<file path="config.mk">
export PLATFORM = sky130hd
export DESIGN_NAME = cue_track_index_offset_parser_unit
export DESIGN_NICKNAME = d
export VERILOG_FILES = /design/src/design/ctiop_pkg.sv /design/src/design/ctiop_regs.sv /design/src/design/ctiop_core.sv /design/src/design/cue_track_index_offset_parser_unit.sv
export SDC_FILE = /design/constraint.sdc
export NUM_CORES = 1
export LEC_CHECK = 0
export BUFFER_PORTS_ARGS = -buffer_cell sky130_fd_sc_hd__clkbuf_2
export CORE_MARGIN = 4
export CORE_UTILIZATION = 50
export DETAILED_ROUTE_END_ITERATION = 6
export GPL_ROUTABILITY_DRIVEN = 0
export PLACE_DENSITY = 0.73
export SLEW_MARGIN = 25
export SYNTH_ARGS = -nofsm -noshare
export SYNTH_HDL_FRONTEND = slang
export SYNTH_SLANG_ARGS = --single-unit
</file>
<file path="constraint.sdc">
create_clock -name clk -period 7.61 [get_ports clk]
set_input_delay 0.3805 -clock clk [delete_from_list [all_inputs] [get_ports clk]]
set_output_delay 0.3805 -clock clk [all_outputs]
set_load 0.01 [all_outputs]
</file>
<file path="src/design/ctiop_pkg.sv">
// Shared types, constants and helper functions of the cue sheet track offset parser.
package ctiop_pkg;

	localparam int TEXT_W   = 8;
	localparam int TRACK_W  = 7;
	localparam int OFFSET_W = 30;
	localparam int FRAME_W  = 19;
	localparam int MATCH_W  = 3;
	localparam int STAMP_W  = 3;
	localparam int SKIP_W   = 2;
	localparam int WEIGHT_W = 16;
	localparam int DIGIT_W  = 4;
	localparam int BPF_W    = 12;
	localparam int APB_DW   = 32;
	localparam int APB_AW   = 3;

	localparam int PAT_LEN   = 8;
	localparam int INDEX_LEN = 5;

	localparam logic [BPF_W-1:0]   BYTES_PER_FRAME = 12'd2352;
	localparam logic [TRACK_W-1:0] TRACK_RESET     = 7'd1;
	localparam logic [TRACK_W-1:0] TRACK_MAX       = 7'd99;
	localparam logic [TEXT_W-1:0]  CHAR_ZERO       = 8'h30;
	localparam logic [TEXT_W-1:0]  CHAR_NINE       = 8'h39;
	localparam logic [SKIP_W-1:0]  SKIP_SEPARATOR  = 2'd0;
	localparam logic [SKIP_W-1:0]  SKIP_FOUR       = 2'd3;

	// Register index, taken from the word address of the configuration port.
	localparam logic REG_TRACK_NUMBER = 1'b0;

	localparam logic [TEXT_W-1:0] TRACK_PREFIX [6] = '{"T", "R", "A", "C", "K", " "};
	localparam logic [TEXT_W-1:0] INDEX01_PAT [PAT_LEN] =
		'{"I", "N", "D", "E", "X", " ", "0", "1"};

	typedef enum logic [2:0] {
		PH_TRACK = 3'd0,
		PH_IDX01 = 3'd1,
		PH_SKIP1 = 3'd2,
		PH_START = 3'd3,
		PH_IDX   = 3'd4,
		PH_SKIP4 = 3'd5,
		PH_END   = 3'd6,
		PH_DONE  = 3'd7
	} ctiop_phase_t;

	typedef struct packed {
		logic [OFFSET_W-1:0] start_offset;
		logic [OFFSET_W-1:0] end_offset;
		logic                start_found;
		logic                end_found;
		logic                format_error;
	} ctiop_result_t;

	// Frame weight of each character place of an MM:SS:FF time; colons weigh nothing.
	function automatic logic [WEIGHT_W-1:0] place_weight(input logic [STAMP_W-1:0] p);
		logic [WEIGHT_W-1:0] w;
		case (p)
			3'd0:    w = 16'd45000;
			3'd1:    w = 16'd4500;
			3'd3:    w = 16'd750;
			3'd4:    w = 16'd75;
			3'd6:    w = 16'd10;
			3'd7:    w = 16'd1;
			default: w = 16'd0;
		endcase
		return w;
	endfunction

endpackage

</file>
<file path="src/design/ctiop_regs.sv">
// Configuration register file with its APB-style access port.
module ctiop_regs (
	input  logic                          clk,
	input  logic                          arst_n,
	input  logic                          psel,
	input  logic                          penable,
	input  logic                          pwrite,
	input  logic [ctiop_pkg::APB_AW-1:0]  paddr,
	input  logic [ctiop_pkg::APB_DW-1:0]  pwdata,
	output logic [ctiop_pkg::APB_DW-1:0]  prdata,
	output logic                          pready,
	output logic [ctiop_pkg::TRACK_W-1:0] track_number
);
	import ctiop_pkg::*;

	logic               wr_en;
	logic               reg_idx;
	logic [TRACK_W-1:0] track_q;

	assign reg_idx = paddr[APB_AW-1];
	assign wr_en   = psel && penable && pwrite;
	assign pready  = 1'b1;

	always_ff @(posedge clk or negedge arst_n) begin
		if (!arst_n) begin
			track_q <= TRACK_RESET;
		end else if (wr_en && reg_idx == REG_TRACK_NUMBER) begin
			track_q <= pwdata[TRACK_W-1:0];
		end
	end

	always_comb begin
		prdata = '0;
		if (reg_idx == REG_TRACK_NUMBER) begin
			prdata = {{(APB_DW-TRACK_W){1'b0}}, track_q};
		end
	end

	assign track_number = track_q;

endmodule

</file>
<file path="src/design/ctiop_core.sv">
// Per-byte search and time parsing engine that builds one result per sheet.
module ctiop_core (
	input  logic                          clk,
	input  logic                          arst_n,
	input  logic                          fire,
	input  logic [ctiop_pkg::TEXT_W-1:0]  text_byte,
	input  logic                          end_of_text,
	input  logic [ctiop_pkg::TRACK_W-1:0] track_number,
	output logic                          emit,
	output ctiop_pkg::ctiop_result_t      result
);
	import ctiop_pkg::*;

	ctiop_phase_t          phase_q, phase_d;
	logic [MATCH_W-1:0]    mc_q, mc_d;
	logic [SKIP_W-1:0]     skip_q, skip_d;
	logic [STAMP_W-1:0]    stamp_q, stamp_d;
	logic [FRAME_W-1:0]    frame_q, frame_d;
	logic [OFFSET_W-1:0]   hold_q, hold_d;
	logic                  seen_q, seen_d;
	logic                  sent_q, sent_d;
	logic                  bad_q, bad_d;
	logic                  emit_end;

	// Two decimal digits of the track number: tens by reciprocal multiply.
	logic [TRACK_W+7:0]    tens_prod;
	logic [DIGIT_W-1:0]    tens;
	logic [TRACK_W-1:0]    tens_x10;
	logic [TRACK_W-1:0]    ones;
	logic                  track_ok;
	logic [TEXT_W-1:0]     track_pat [PAT_LEN];

	logic [TEXT_W-1:0]     pat_char;
	logic [TEXT_W-1:0]     pat_first;
	logic [MATCH_W:0]      pat_len;
	logic [MATCH_W:0]      mc_new;
	logic                  match_done;

	logic                  is_digit;
	logic                  digit_place;
	logic [DIGIT_W-1:0]    digit;
	logic [WEIGHT_W-1:0]   weight;
	logic [WEIGHT_W+DIGIT_W-1:0] contrib;
	logic [FRAME_W-1:0]    frame_acc;
	logic [FRAME_W-1:0]    frame_last;
	logic [FRAME_W+BPF_W-1:0] offset_full;
	logic [OFFSET_W-1:0]   offset;

	assign tens_prod = {8'd0, track_number} * {{TRACK_W{1'b0}}, 8'd205};
	assign tens      = tens_prod[TRACK_W+7:11];
	assign tens_x10  = {tens, 3'b000} + {2'b00, tens, 1'b0};
	assign ones      = track_number - tens_x10;
	assign track_ok  = track_number <= TRACK_MAX;

	always_comb begin
		for (int i = 0; i < 6; i++) begin
			track_pat[i] = TRACK_PREFIX[i];
		end
		track_pat[6] = CHAR_ZERO + {4'd0, tens};
		track_pat[7] = CHAR_ZERO + {4'd0, ones[DIGIT_W-1:0]};
	end

	// One shared matcher; the phase picks the pattern and its length.
	always_comb begin
		if (phase_q == PH_TRACK) begin
			pat_char  = track_pat[mc_q];
			pat_first = TRACK_PREFIX[0];
		end else begin
			pat_char  = INDEX01_PAT[mc_q];
			pat_first = INDEX01_PAT[0];
		end
		pat_len = (phase_q == PH_IDX) ? (MATCH_W+1)'(INDEX_LEN) : (MATCH_W+1)'(PAT_LEN);
		if (text_byte == pat_char) begin
			mc_new = {1'b0, mc_q} + 1'b1;
		end else begin
			mc_new = {{MATCH_W{1'b0}}, text_byte == pat_first};
		end
		match_done = mc_new == pat_len;
	end

	// Time digits: a non-digit counts as zero and is flagged.
	assign is_digit    = text_byte >= CHAR_ZERO && text_byte <= CHAR_NINE;
	assign digit       = is_digit ? text_byte[DIGIT_W-1:0] : '0;
	assign weight      = place_weight(stamp_q);
	assign digit_place = weight != '0;
	assign contrib     = digit * weight;
	assign frame_acc   = frame_q + contrib[FRAME_W-1:0];
	assign frame_last  = frame_q + {{(FRAME_W-DIGIT_W){1'b0}}, digit};
	assign offset_full = {{BPF_W{1'b0}}, frame_last} * {{FRAME_W{1'b0}}, BYTES_PER_FRAME};
	assign offset      = offset_full[OFFSET_W-1:0];

	always_comb begin
		phase_d  = phase_q;
		mc_d     = mc_q;
		skip_d   = skip_q;
		stamp_d  = stamp_q;
		frame_d  = frame_q;
		hold_d   = hold_q;
		seen_d   = seen_q;
		sent_d   = sent_q;
		bad_d    = bad_q;
		emit_end = 1'b0;
		case (phase_q)
			PH_TRACK: begin
				if (track_ok) begin
					mc_d = mc_new[MATCH_W-1:0];
					if (match_done) begin
						mc_d    = '0;
						phase_d = PH_IDX01;
					end
				end
			end
			PH_IDX01, PH_IDX: begin
				mc_d = mc_new[MATCH_W-1:0];
				if (match_done) begin
					mc_d = '0;
					if (phase_q == PH_IDX01) begin
						phase_d = PH_SKIP1;
						skip_d  = SKIP_SEPARATOR;
					end else begin
						phase_d = PH_SKIP4;
						skip_d  = SKIP_FOUR;
					end
				end
			end
			PH_SKIP1, PH_SKIP4: begin
				if (skip_q == '0) begin
					phase_d = (phase_q == PH_SKIP1) ? PH_START : PH_END;
					stamp_d = '0;
					frame_d = '0;
				end else begin
					skip_d = skip_q - 1'b1;
				end
			end
			PH_START, PH_END: begin
				if (digit_place) begin
					frame_d = frame_acc;
					if (!is_digit) begin
						bad_d = 1'b1;
					end
				end
				stamp_d = stamp_q + 1'b1;
				if (stamp_q == STAMP_W'(PAT_LEN - 1)) begin
					if (phase_q == PH_START) begin
						hold_d  = offset;
						seen_d  = 1'b1;
						phase_d = PH_IDX;
						mc_d    = '0;
					end else begin
						emit_end = 1'b1;
						sent_d   = 1'b1;
						phase_d  = PH_DONE;
					end
				end
			end
			default: begin
			end
		endcase

		emit = fire && (emit_end || (end_of_text && !sent_q));
		result.start_offset = seen_d ? hold_d : '0;
		result.end_offset   = emit_end ? offset : '0;
		result.start_found  = seen_d;
		result.end_found    = emit_end;
		result.format_error = bad_d;

		// The last byte of a sheet rearms the block for the next one.
		if (end_of_text) begin
			phase_d = PH_TRACK;
			mc_d    = '0;
			skip_d  = '0;
			stamp_d = '0;
			frame_d = '0;
			hold_d  = '0;
			seen_d  = 1'b0;
			sent_d  = 1'b0;
			bad_d   = 1'b0;
		end
	end

	always_ff @(posedge clk or negedge arst_n) begin
		if (!arst_n) begin
			phase_q <= PH_TRACK;
			mc_q    <= '0;
			skip_q  <= '0;
			stamp_q <= '0;
			frame_q <= '0;
			hold_q  <= '0;
			seen_q  <= 1'b0;
			sent_q  <= 1'b0;
			bad_q   <= 1'b0;
		end else if (fire) begin
			phase_q <= phase_d;
			mc_q    <= mc_d;
			skip_q  <= skip_d;
			stamp_q <= stamp_d;
			frame_q <= frame_d;
			hold_q  <= hold_d;
			seen_q  <= seen_d;
			sent_q  <= sent_d;
			bad_q   <= bad_d;
		end
	end

endmodule

</file>
<file path="src/design/cue_track_index_offset_parser_unit.sv">
// Top level of the cue sheet parser that finds one track's start and end byte offsets.
//
// The text channel carries one cue sheet character per request, with end_of_text set on the
// last character of a sheet. The block looks for "TRACK nn" of the configured track, then
// "INDEX 01", skips one separator and reads an MM:SS:FF time; it then looks for the next
// "INDEX", skips four characters and reads the second time. Times become CD frames and then
// byte offsets (frames times 2352). The result channel carries one request per sheet: on the
// character that completes the second time, or else on the end_of_text character, with the
// found flags telling what was parsed. Characters after a result are dropped until
// end_of_text, which rearms the block.
// Throughput is one character per cycle while the result channel does not stall. A character is
// taken into an input register, is processed by the parser once the output register is free,
// and its result is written into the output register as it is processed. The parser's state
// update is combinational, with one constant multiply for the offset. The input register keeps
// taking characters while a result waits in the output register; when the receiver stalls
// with a result pending, the input register holds one character and text_ready drops until
// the result is taken. Reset clears all parsing state and sets track_number to one. The
// track_number register sits at byte address 0 of the configuration port. The user must
// write it only while idle; the block itself does not enforce this.
module cue_track_index_offset_parser_unit (
	input  logic                           clk,
	input  logic                           arst_n,
	input  logic                           text_valid,
	output logic                           text_ready,
	input  logic [ctiop_pkg::TEXT_W-1:0]   text_byte,
	input  logic                           end_of_text,
	output logic                           result_valid,
	input  logic                           result_ready,
	output logic [ctiop_pkg::OFFSET_W-1:0] start_offset,
	output logic [ctiop_pkg::OFFSET_W-1:0] end_offset,
	output logic                           start_found,
	output logic                           end_found,
	output logic                           format_error,
	input  logic                           psel,
	input  logic                           penable,
	input  logic                           pwrite,
	input  logic [ctiop_pkg::APB_AW-1:0]   paddr,
	input  logic [ctiop_pkg::APB_DW-1:0]   pwdata,
	output logic [ctiop_pkg::APB_DW-1:0]   prdata,
	output logic                           pready
);
	import ctiop_pkg::*;

	logic               valid_s1;
	logic [TEXT_W-1:0]  byte_s1;
	logic               eot_s1;
	logic               out_valid_q;
	ctiop_result_t      result_q;
	ctiop_result_t      core_result;
	logic               core_emit;
	logic               out_free;
	logic               fire;
	logic [TRACK_W-1:0] track_number;

	// The output register can take a new result when empty or when its result leaves now.
	assign out_free   = !out_valid_q || result_ready;
	assign fire       = valid_s1 && out_free;
	assign text_ready = !valid_s1 || out_free;

	ctiop_regs u_regs (
		.clk          (clk),
		.arst_n       (arst_n),
		.psel         (psel),
		.penable      (penable),
		.pwrite       (pwrite),
		.paddr        (paddr),
		.pwdata       (pwdata),
		.prdata       (prdata),
		.pready       (pready),
		.track_number (track_number)
	);

	always_ff @(posedge clk or negedge arst_n) begin
		if (!arst_n) begin
			valid_s1 <= 1'b0;
		end else if (text_ready) begin
			valid_s1 <= text_valid;
		end
	end

	always_ff @(posedge clk) begin
		if (text_valid && text_ready) begin
			byte_s1 <= text_byte;
			eot_s1  <= end_of_text;
		end
	end

	ctiop_core u_core (
		.clk          (clk),
		.arst_n       (arst_n),
		.fire         (fire),
		.text_byte    (byte_s1),
		.end_of_text  (eot_s1),
		.track_number (track_number),
		.emit         (core_emit),
		.result       (core_result)
	);

	always_ff @(posedge clk or negedge arst_n) begin
		if (!arst_n) begin
			out_valid_q <= 1'b0;
		end else if (out_free) begin
			out_valid_q <= core_emit;
		end
	end

	always_ff @(posedge clk) begin
		if (core_emit) begin
			result_q <= core_result;
		end
	end

	assign result_valid = out_valid_q;
	assign start_offset = result_q.start_offset;
	assign end_offset   = result_q.end_offset;
	assign start_found  = result_q.start_found;
	assign end_found    = result_q.end_found;
	assign format_error = result_q.format_error;

	// A result is produced only for a character being processed into a free output slot.
	a_emit_needs_slot: assert property (@(posedge clk) disable iff (!arst_n)
		core_emit |-> (fire && out_free))
		else $error("result produced while the output register was occupied");

	// The end time is only reached after the start time.
	a_end_after_start: assert property (@(posedge clk) disable iff (!arst_n)
		result_valid |-> (!end_found || start_found))
		else $error("end offset reported without a start offset");

	// Offsets that were not found read as zero.
	a_unfound_zero: assert property (@(posedge clk) disable iff (!arst_n)
		result_valid |-> ((start_found || start_offset == '0) &&
			(end_found || end_offset == '0)))
		else $error("offset nonzero while its found flag is clear");

	// A result produced by the parser is offered on the result channel at the next edge.
	a_emit_offered: assert property (@(posedge clk) disable iff (!arst_n)
		core_emit |=> result_valid)
		else $error("produced result was not offered on the result channel");

endmodule

</file>
==> flow_summary.json <==
{
  "hold_slack_ns": -0.0217,
  "finalCritPeriodShare_pct": 92.9,
  "clkPwrFrac_pct": 32.2,
  "ys_warn_count": 0,
  "reg2reg_depth": 30,
  "num_vias": 9451,
  "p_comb_share_pct": 35.3,
  "slowest_delay_ns": 0.54,
  "intPower_mw": 1.76,
  "start_util_pct": 50.7,
  "clk_latency_ns": 0.42,
  "syn_area_um2": 12700,
  "worstPathRequired_ns": 7.79,
  "setup_violations": 0,
  "final_nets": 1702,
  "cap_violations": 0,
  "ys_ff_latch": 140,
  "n_fill_cell": 2154,
  "fp.dieH_um": 168,
  "r2r_start": "byte_s1[7]",
  "dieArea_um2": 28100,
  "route.detailed.drc": 0,
  "fmax_mhz": 141,
  "power_leakage_nw": 7.01,
  "grt_busiest_layer": "met2",
  "ctsResizeCount": 0,
  "cts_tree": "built",
  "multiInputGateArea_um2": 7960,
  "power_switching_mw": 0.899,
  "synth_cell_types": 75,
  "ir_drop_uv": 143,
  "p_per_area_nw_per_um2": 189,
  "crit_type": "reg2reg",
  "grt-ovfl-total": 0,
  "power.total_mw": 2.66,
  "viasPerCell": 5.37,
  "clock-root-buffer": "clkbuf_16",
  "grt_max_degree": 73,
  "fin_area_um2": 14000,
  "synth.top_cell.area_share_pct": 16.0,
  "totalWireLength_um": 26400,
  "finalCriticalPeriod_ns": 7.07,
  "crit_family": "adder cells",
  "seqCellArea_um2": 3840,
  "cts_buffers": 17,
  "pre_cts_ws_ns": 0.485,
  "htreeDepth": 4,
  "core_region_area_um2": 25100,
  "postPlaceCellArea_um2": 13400,
  "yosys-top-cells-count": "inv_1 (175), ha_1 (155), nand2_1 (122)",
  "area_growth_pct": 10.3,
  "synth-edff-count": 68,
  "groute.layer.met2.usage_pct": 31.7,
  "cts_hold_buf": 0,
  "cts_setup_buffers": 0,
  "rsz0062_at_grt": "no",
  "row_count": 58,
  "hpwl_um": 20700,
  "synth_ff_type": "dfrtp_1",
  "syn_area_per_cell_um2": 9.51,
  "io_pins": 149,
  "first_iter_violations": 662,
  "routedWlPerCell_um": 15.0,
  "end_kind": "flip-flop",
  "finalHoldViolCount": 20,
  "fin_ws_ns": 0.542,
  "antenna_found_initial": 0,
  "grt_pass1_wl_um": 45300,
  "final_layout_size_suffix_gt1_share_pct": 11.7,
  "worst-path-buf-inv": 5,
  "cp_slowest_cell": "fa_1",
  "grt_pass1_vias": 9331,
  "numPortBuffers": 91,
  "status": "complete, but fails checks",
  "met1_usage_pct": 27.1,
  "report.final.slew_viol_count": 0,
  "synth_area_leaders": "edfxtp_1 (16%), ha_1 (15%), dfrtp_1 (14%), fa_1 (12%), inv_1 (5.2%)",
  "firstDrtPassIters": 5,
  "cp.arrival_ns": 7.25,
  "antenna_cells": 0,
  "synth_area_leader_cell": "edfxtp_1",
  "r2r-end": "start_offset[29]",
  "synth_seq_area_share_pct": 30.2,
  "ctsLongestPathBuffers": 2,
  "fin_worst_skew_ns": 0.0119,
  "ant_nets": 0,
  "cp_max_fo": 9,
  "clkSlewWorstSetupHoldPaths_ns": 0.07,
  "start_kind": "flip-flop",
  "setup_tns_ns": 0,
  "synth_cells": 1338,
  "async_flop_share_pct": 51.4,
  "cts.sinks": 140,
  "violations": "hold timing",
  "yosysMostFrequentCell": "inv_1",
  "die_x_um": 168,
  "worst-r2r-setup-slack_ns": 0.54,
  "p_seq_share_pct": 32.5,
  "maxSlewHeadroom_pct": 41.7,
  "grt_use_total_pct": 19.4,
  "met3_usage_pct": 2.10,
  "switching_share_pct": 33.8,
  "tightest_slew_ns": 0.874,
  "holdCritPathClass": "in2async"
}
==> worst reg2reg max path: cells and delay by family (launching register included) <==
family	cells	cell delay, ns
fa+ha+maj	6	2.26
xor+xnor	2	0.55
buf+inv	5	0.41
compound gates	8	1.40
simple gates	9	1.78
flops	1	0.42
==> how the worst max path moves through the flow <==
stage,from,to,slack (ns),cells after the start
4_1_cts,byte_s1[3],start_offset[28],0.46,28
6_report,byte_s1[7],start_offset[29],0.54,30
3_3_place_gp,byte_s1[3],start_offset[28],0.63,28
2_1_floorplan,byte_s1[2],start_offset[28],1.14,30
5_1_grt,byte_s1[2],start_offset[28],0.007,30
3_5_place_dp,byte_s1[3],start_offset[28],0.49,28
==> cells by family after synthesis <==
family,share of synthesized area (%)
simple gates,14.1
xor+xnor,5.00
mux,1.26
buf+inv,8.30
flops,30.2
compound gates,13.5
fa+ha+maj,27.5
other cells,0.0590
==> placed cells by master, fill, tap and decap left out, types with 7 or more instances in the layout <==
| cell type | instances |
|---|---|
| nor3_1 | 20 |
| clkbuf_2 | 90 |
| nand4_1 | 8 |
| o31ai_1 | 12 |
| a31oi_1 | 11 |
| fa_1 | 78 |
| ha_1 | 155 |
| xor2_1 | 26 |
| or3_1 | 8 |
| nor2_1 | 91 |
| o21bai_1 | 10 |
| nand3_1 | 33 |
| conb_1 | 30 |
| mux2_2 | 8 |
| a211oi_1 | 7 |
| edfxtp_1 | 68 |
| o21ai_0 | 66 |
| inv_1 | 175 |
| o21a_1 | 10 |
| a22o_1 | 18 |
| a21o_1 | 12 |
| nand2_1 | 122 |
| and2_1 | 34 |
| nor2b_1 | 12 |
| a22oi_1 | 16 |
| buf_4 | 13 |
| and3_1 | 17 |
| nand2b_1 | 7 |
| xnor2_1 | 43 |
| clkbuf_16 | 17 |
| mux2i_1 | 7 |
| dfrtp_1 | 71 |
| a21oi_1 | 50 |
==> power by group through the flow <==
stage / Combinational (mW) / Clock, mW / Sequential (mW)
after detailed placement: 0.937 / 0 / 0.878
after floorplan: 0.752 / 0 / 0.876
after CTS: 0.946 / 0.871 / 0.863
after global placement: 0.904 / 0 / 0.876
final: 0.939 / 0.857 / 0.864
after global routing: 1.07 / 0.908 / 0.869
==> flip-flops by register name (all words and copies together) (netlist names) <==
signal               count
eot_s1                   1
u_core.seen_q            1
end_found                1
u_core.sent_q            1
valid_s1                 1
start_offset            30
u_core.bad_q             1
format_error             1
byte_s1                  8
u_core.phase_q           3
end_offset              26
u_core.stamp_q           3
u_core.skip_q            2
start_found              1
u_core.hold_q           30
result_valid             1
u_regs.track_number      7
u_core.mc_q              3
u_core.frame_q          19
==> cell type report <==
class / count / share of cell area [%]
clock buffer: 17 / 3.03
clock inverter: 15 / 1.27
inverter: 176 / 4.71
multi-input combinational: 979 / 56.7
sequential: 140 / 27.4
tap: 330 / 2.94
timing repair buffer: 104 / 3.98
==> stage by stage <==
stage / std cells / util, %
finish: 1761 / 55.9
global route: 1761 / 55.9
CTS: 1761 / 55.9
detailed placement: 1729 / 53.4
global placement: 1729 / 53.4
floorplan: 1366 / -
==> per-layer routing <==
metal | vias to the layer above | routed length, um
met5 | - | 0
met4 | 0 | 509
met3 | 39 | 1290
met2 | 278 | 12600
met1 | 4468 | 12000
li1 | 4666 | -
(Power assumes the default switching activity.)
